===== config.mk =====
export PLATFORM = sky130hd
export DESIGN_NAME = rlp_header_and_number_encoder
export DESIGN_NICKNAME = d
export VERILOG_FILES = /design/src/hw/rtl/rlp_enc_pkg.sv /design/src/hw/rtl/rlp_header_and_number_encoder.sv /design/src/hw/rtl/rlp_enc_decode.sv
export VERILOG_INCLUDE_DIRS = /design/src /design/src/hw/rtl
export SDC_FILE = /design/constraint.sdc
export NUM_CORES = 1
export LEC_CHECK = 0
export BUFFER_PORTS_ARGS = -buffer_cell sky130_fd_sc_hd__buf_2
export CAP_MARGIN = 0
export CORE_UTILIZATION = 35
export DETAILED_ROUTE_END_ITERATION = 10
export PLACE_DENSITY = 0.63
export SKIP_LAST_GASP = 1
export SLEW_MARGIN = 10
export SYNTH_ARGS = -nofsm -noshare
export SYNTH_HDL_FRONTEND = slang
export SYNTH_SLANG_ARGS = --single-unit

===== constraint.sdc =====
create_clock -name clk -period 4.8 [get_ports clk]
set_input_delay 0.24 -clock clk [delete_from_list [all_inputs] [get_ports clk]]
set_output_delay 0.24 -clock clk [all_outputs]
set_load 0.01 [all_outputs]

===== src/hw/rtl/rlp_header_and_number_encoder_assert.svh =====
// Assertion macros for the RLP header and number encoder.
// Included by the top level; expects signals clk and rst_n in scope.
`ifndef RLP_HEADER_AND_NUMBER_ENCODER_ASSERT_SVH
`define RLP_HEADER_AND_NUMBER_ENCODER_ASSERT_SVH

// Checks that cond holds in the same cycle whenever trig holds.
`define RLP_ASSERT_SAME(label, trig, cond, msg) \
    label: assert property (@(posedge clk) disable iff (!rst_n) (trig) |-> (cond)) \
        else $error(msg);

// Checks that cond holds in the cycle after trig holds.
`define RLP_ASSERT_NEXT(label, trig, cond, msg) \
    label: assert property (@(posedge clk) disable iff (!rst_n) (trig) |=> (cond)) \
        else $error(msg);

`endif


===== src/hw/rtl/rlp_enc_pkg.sv =====
// Package for the RLP header and number encoder: item types and constants.
// Used by rlp_enc_decode and rlp_header_and_number_encoder.
`default_nettype none

package rlp_enc_pkg;

    localparam logic [1:0] FUNC_STRING = 2'd0;
    localparam logic [1:0] FUNC_LIST   = 2'd1;
    localparam logic [1:0] FUNC_NUMBER = 2'd2;

    localparam logic [7:0] STR_SHORT_BASE  = 8'h80;
    localparam logic [7:0] STR_LONG_BASE   = 8'hb7;
    localparam logic [7:0] LIST_SHORT_BASE = 8'hc0;
    localparam logic [7:0] LIST_LONG_BASE  = 8'hf7;
    localparam logic [7:0] SINGLE_MAX      = 8'h7f;
    localparam logic [23:0] SHORT_LIMIT    = 24'd55;

    localparam int MAX_BYTES = 9;
    localparam int COUNT_W   = $clog2(MAX_BYTES + 1);

    typedef struct packed {
        logic [1:0]  func;
        logic [23:0] item_length;
        logic [7:0]  first_byte;
        logic [63:0] number_value;
    } req_item_t;

    typedef struct packed {
        logic [7:0] out_byte;
        logic       last;
    } rsp_item_t;

    typedef struct packed {
        logic [COUNT_W-1:0]           count;
        logic [MAX_BYTES-1:0][7:0]    bytes;
    } enc_bytes_t;

endpackage

`default_nettype wire


===== src/hw/rtl/rlp_header_and_number_encoder.sv =====
// Top level of the RLP header and number encoder: input register, byte sequencer
// and output register. Depends on rlp_enc_pkg, rlp_enc_decode and the assert header.
`default_nettype none

// Each request item is encoded in one pass and then sent out one byte per cycle while
// rsp_stall does not hold the output, with last set on its final byte. A number item
// yields up to nine bytes; the next item is loaded in the cycle the previous one sends
// its final byte. The first byte of an item passes from the input register through the
// byte sequencer into the output register before it is valid.
module rlp_header_and_number_encoder
    import rlp_enc_pkg::*;
(
    input  wire        clk,
    input  wire        rst_n,
    input  req_item_t  req,
    input  wire        req_valid,
    output logic       req_stall,
    output rsp_item_t  rsp,
    output logic       rsp_valid,
    input  wire        rsp_stall
);

`include "rlp_header_and_number_encoder_assert.svh"

    logic                      item_valid_reg;
    req_item_t                 item_reg;
    enc_bytes_t                dec;
    logic [MAX_BYTES-1:0][7:0] bytes_reg;
    logic [MAX_BYTES-1:0][7:0] bytes_next;
    logic [COUNT_W-1:0]        rem_reg;
    logic [COUNT_W-1:0]        rem_next;
    logic                      rsp_valid_reg;
    rsp_item_t                 rsp_reg;
    logic                      out_free;
    logic                      emit;
    logic                      seq_load;

    rlp_enc_decode u_decode
    (
        .req (item_reg),
        .enc (dec)
    );

    assign out_free  = !rsp_valid_reg || !rsp_stall;
    assign emit      = (rem_reg != '0) && out_free;
    assign seq_load  = item_valid_reg &&
                       ((rem_reg == '0) || ((rem_reg == COUNT_W'(1)) && out_free));
    assign req_stall = item_valid_reg && !seq_load;
    assign rsp_valid = rsp_valid_reg;
    assign rsp       = rsp_reg;

    always_comb
    begin
        bytes_next = bytes_reg;
        rem_next   = rem_reg;
        if (seq_load)
        begin
            bytes_next = dec.bytes;
            rem_next   = dec.count;
        end
        else if (emit)
        begin
            bytes_next = bytes_reg >> 8;
            rem_next   = rem_reg - COUNT_W'(1);
        end
    end

    always_ff @(posedge clk or negedge rst_n)
    begin
        if (!rst_n)
        begin
            item_valid_reg <= 1'b0;
            rem_reg        <= '0;
            rsp_valid_reg  <= 1'b0;
        end
        else
        begin
            if (!req_stall)
            begin
                item_valid_reg <= req_valid;
            end
            rem_reg <= rem_next;
            if (emit)
            begin
                rsp_valid_reg <= 1'b1;
            end
            else if (!rsp_stall)
            begin
                rsp_valid_reg <= 1'b0;
            end
        end
    end

    always_ff @(posedge clk)
    begin
        if (!req_stall && req_valid)
        begin
            item_reg <= req;
        end
        bytes_reg <= bytes_next;
        if (emit)
        begin
            rsp_reg.out_byte <= bytes_reg[0];
            rsp_reg.last     <= (rem_reg == COUNT_W'(1));
        end
    end

    `RLP_ASSERT_SAME(a_rem_bound, 1'b1, rem_reg <= COUNT_W'(MAX_BYTES),
        "Byte count out of range.")
    `RLP_ASSERT_SAME(a_tail_pending, rsp_valid_reg && !rsp_reg.last, rem_reg != '0,
        "Item ended without a last byte.")
    `RLP_ASSERT_SAME(a_hold_item, item_valid_reg && (rem_reg > COUNT_W'(1)), req_stall,
        "New item taken while bytes remain.")
    `RLP_ASSERT_NEXT(a_last_drains, emit && (rem_reg == COUNT_W'(1)) && !seq_load,
        rem_reg == '0, "Sequencer did not drain after the last byte.")

endmodule

`default_nettype wire


===== src/hw/rtl/rlp_enc_decode.sv =====
// Combinational encoder: turns one request item into its encoded bytes and count.
// Depends on rlp_enc_pkg.
`default_nettype none

module rlp_enc_decode
    import rlp_enc_pkg::*;
(
    input  req_item_t  req,
    output enc_bytes_t enc
);

    logic [1:0]  len_n;
    logic [4:0]  len_shamt;
    logic [23:0] len_al;
    logic [3:0]  num_n;
    logic [5:0]  num_shamt;
    logic [63:0] num_al;
    logic [2:0]  num_gap;
    logic [7:0]  short_base;
    logic [7:0]  long_base;
    logic        do_header;

    always_comb
    begin
        if (req.item_length[23:16] != 8'd0)
        begin
            len_n = 2'd3;
        end
        else if (req.item_length[15:8] != 8'd0)
        begin
            len_n = 2'd2;
        end
        else
        begin
            len_n = 2'd1;
        end
        len_shamt = {2'd3 - len_n, 3'b000};
        len_al    = req.item_length << len_shamt;

        num_n = 4'd1;
        for (int i = 1; i < 8; i++)
        begin
            if (req.number_value[8*i +: 8] != 8'd0)
            begin
                num_n = 4'(i + 1);
            end
        end
        num_gap   = 3'(4'd8 - num_n);
        num_shamt = {num_gap, 3'b000};
        num_al    = req.number_value << num_shamt;
    end

    always_comb
    begin
        enc        = '0;
        short_base = STR_SHORT_BASE;
        long_base  = STR_LONG_BASE;
        do_header  = 1'b0;

        unique case (req.func)
            FUNC_STRING:
            begin
                do_header = !(req.item_length == 24'd1 && req.first_byte <= SINGLE_MAX);
            end
            FUNC_LIST:
            begin
                short_base = LIST_SHORT_BASE;
                long_base  = LIST_LONG_BASE;
                do_header  = 1'b1;
            end
            FUNC_NUMBER:
            begin
                if (req.number_value == 64'd0)
                begin
                    enc.bytes[0] = STR_SHORT_BASE;
                    enc.count    = COUNT_W'(1);
                end
                else if (req.number_value <= 64'(SINGLE_MAX))
                begin
                    enc.bytes[0] = req.number_value[7:0];
                    enc.count    = COUNT_W'(1);
                end
                else
                begin
                    enc.bytes[0] = STR_SHORT_BASE + 8'(num_n);
                    for (int j = 1; j < 9; j++)
                    begin
                        enc.bytes[j] = num_al[63 - 8*(j-1) -: 8];
                    end
                    enc.count = COUNT_W'(num_n) + COUNT_W'(1);
                end
            end
            default:
            begin
                enc.count = '0;
            end
        endcase

        if (do_header)
        begin
            if (req.item_length <= SHORT_LIMIT)
            begin
                enc.bytes[0] = short_base + req.item_length[7:0];
                enc.count    = COUNT_W'(1);
            end
            else
            begin
                enc.bytes[0] = long_base + 8'(len_n);
                enc.bytes[1] = len_al[23:16];
                enc.bytes[2] = len_al[15:8];
                enc.bytes[3] = len_al[7:0];
                enc.count    = COUNT_W'(len_n) + COUNT_W'(1);
            end
        end
    end

endmodule

`default_nettype wire

==> results.toml <==
[status]
status = "complete, no violations"

[final_layout]
final-seq-area_mm2 = 0.00532
instances_no_fill = 1339
largest_reg_flops = 91
multi_input_area_mm2 = 0.00356
diodes = 0
syn_to_final_growth_pct = 26.1
fillCellCount = 2334
fin_nets = 1104
drive_gt1_share_pct = 17.6

[clock_tree]
cts_root_buf = "clkbuf_16"
clk_latency_ps = 440
path_clk_slew_ps = 70
tritoncts = "yes"
cts_made_buffers = 17
htree_num_levels = 4
clk_path_buf_depth = 2
clock-sinks = 178
cts-resized-gates = 0

[logic_synthesis]
ys_top_cells_by_area = "edfxtp_1, o21ai_0, a21o_1"
synthesis.area_mm2 = 0.00916
synth_top_cell_area_share_pct = 56.4
yosys.area.top_type = "edfxtp_1"
syn_inst = 821
synth_warnings = 0
ys_dominant_reg_cell = "edfxtp_1"
syn_area_per_cell_um2 = 11.2
synth.distinct_cells = 58
yosysMostFrequentCell = "edfxtp_1"
synthArstFlopShare_pct = 3.37
syn_nets = 928
seq_area_frac_synth_pct = 58.0
synth-seq-cells = 178
synth-edff-count = 172
netlist_top_cells_count = "edfxtp_1, nand2_1, o21ai_0"

[critical_path]
timing.rr.end = "bytes_reg[39]$_DFFE_PP_"
regToRegStartpoint = "item_reg[53]$_DFFE_PP_"
slowest_delay_ps = 790
crit_chain = "nor4_1, nand4_1, a41oi_1, nor2_1, ha_1, o21ai_0, or4_1, o211ai_1"
crit_slowest_cell = "or4_1"
crit_cells = 8
crit_type = "reg -> reg"
end_kind = "register"
crit_path_max_fanout = 12
cpLargestDelayFamily = "simple AND/OR/NAND/NOR gates"
cp-start-kind = "register"
cp.arrival_ps = 4590
reg2reg_depth = 8
worst-path-buf-inv = 0
reg2reg_slack_ps = 470
required_ps = 5050

[sta]
setup_slack_ps = 466
drv_slew = 0
fmaxAchievable_ghz = 0.231
timing.hold.ws_ps = 15.8
max_slew.worst_pin.slew_ps = 1220
period_needed_ps = 4330
hold_viol_final = 0
finClkSkew_ps = 9.49
max_slew_margin_pct = 18.4
finalSetupViolations = 0
tns_ps = 0
fin_crit_sh_pct = 90.3
rsz0062_at_grt = "false"

[routing]
wl_per_cell_um = 22.1
drtPass1Iterations = 6
post_drt_via_cell_ratio = 6.04
routed_wl_mm = 29.6
final_antenna_net_count = 0
drcViolationCount = 0
vias = 8094
drtIter0Drc = 1187

[min_path]
hold_end = "item_valid_reg$_DFFE_PN0N_"
whs_path_depth = 2
worst_hold_path_type = "in -> reg"
min_from = "req_valid"

[placement]
dp_cells = 1216
gp_congestion = 0.947
portBuffers = 105
place_ws_ps = 648
hpwl_mm = 19.4

[power]
power_mw = 5.56
power_density_mw_per_mm2 = 481
p_leak_nw = 4.16
ir_worst_vdd_mv = 0.239

[grt]
grt_usage_pct = 22.5
grt_overflow = 0
antenna_found_initial = 0
grt_start_max_net_pins = 94
grt_pass1_vias = 7871
grt_pass1_wl_mm = 45.1

[floorplan]
io_pins = 113
die_x_um = 164
die_h_um = 164
initial_utilization_pct = 36.1
dieArea_mm2 = 0.0268
rows = 58
core-area_mm2 = 0.0254

[run]
maxCapViolCount = 0
worst max-delay path by stage:
stage,startpoint,endpoint,slack [ps]
after detailed placement,item_reg[21]$_DFFE_PP_,bytes_reg[39]$_DFFE_PP_,650
final,item_reg[53]$_DFFE_PP_,bytes_reg[39]$_DFFE_PP_,470
after floorplan,rem_reg[0]$_DFFE_PN0P_,bytes_reg[0]$_DFFE_PP_,1060
after CTS,item_reg[21]$_DFFE_PP_,bytes_reg[39]$_DFFE_PP_,600
after global routing,item_reg[45]$_DFFE_PP_,bytes_reg[39]$_DFFE_PP_,290
after global placement,item_reg[53]$_DFFE_PP_,bytes_reg[39]$_DFFE_PP_,700
cells by family (layout without fill, tap and decap cells):
family | count (synthesis) | in the layout | share of synthesized area [%]
flip-flops | 178 | 178 | 58.0
adder cells (fa/ha/maj) | 5 | 5 | 0.683
multiplexers | 14 | 14 | 1.61
AND/OR/NAND/NOR | 237 | 237 | 13.5
XOR/XNOR | 5 | 5 | 0.478
AO/OA/AOI/OAI | 309 | 309 | 22.6
buffers and inverters | 73 | 261 | 3.16
layer usage:
| metal | wire length, um | track usage (%) |
|---|---|---|
| met5 | 0 | 0 |
| met4 | 1420 | 11.3 |
| met3 | 2810 | 4.85 |
| met2 | 13500 | 35.3 |
| met1 | 11800 | 29.3 |
stage by stage:
stage / utilization (%) / instance area [um2]
after floorplan: - / 9160
after global placement: 39.5 / 10000
after detailed placement: 39.5 / 10000
after CTS: 45.5 / 11500
after global routing: 45.5 / 11500
final: 45.5 / 11500
final cells by class:
cell class | count | area share [%]
Sequential cell | 178 | 46.0
Inverter | 12 | 0.390
Tap cell | 330 | 3.58
Clock buffer | 17 | 3.68
Timing Repair Buffer | 218 | 14.0
Clock inverter | 14 | 1.46
Multi-Input combinational cell | 570 | 30.9
layout by cell type (no fill, tap or decap), types with 10 or more instances in the layout:
master / instances
buf_4: 20
nor4_1: 17
nand3_1: 20
nand2_1: 80
o211ai_1: 20
a21oi_1: 42
nand4_1: 11
inv_1: 11
a211oi_1: 18
and3_1: 11
dlygate4sd3_1: 92
a31oi_1: 31
a221oi_1: 17
a21o_1: 41
nor2_1: 45
buf_2: 105
clkbuf_16: 17
edfxtp_1: 172
o21ai_0: 74
and2_1: 10
repair_timing:
item / in CTS / in global routing
hold buffers: 92 / 0
buffers inserted: 0 / 0
endpoints found under the setup margin: 0 / 0
endpoints found under the hold margin: 97 / 0
where the power goes:
part | switching [mW] | total [mW] | internal [mW]
combinational | 0.818 | 1.34 | 0.521
clock | 0.652 | 1.43 | 0.783
sequential | 0.332 | 2.78 | 2.45
total | 1.80 | 5.56 | 3.75
Power figures use the tool's default switching activity.
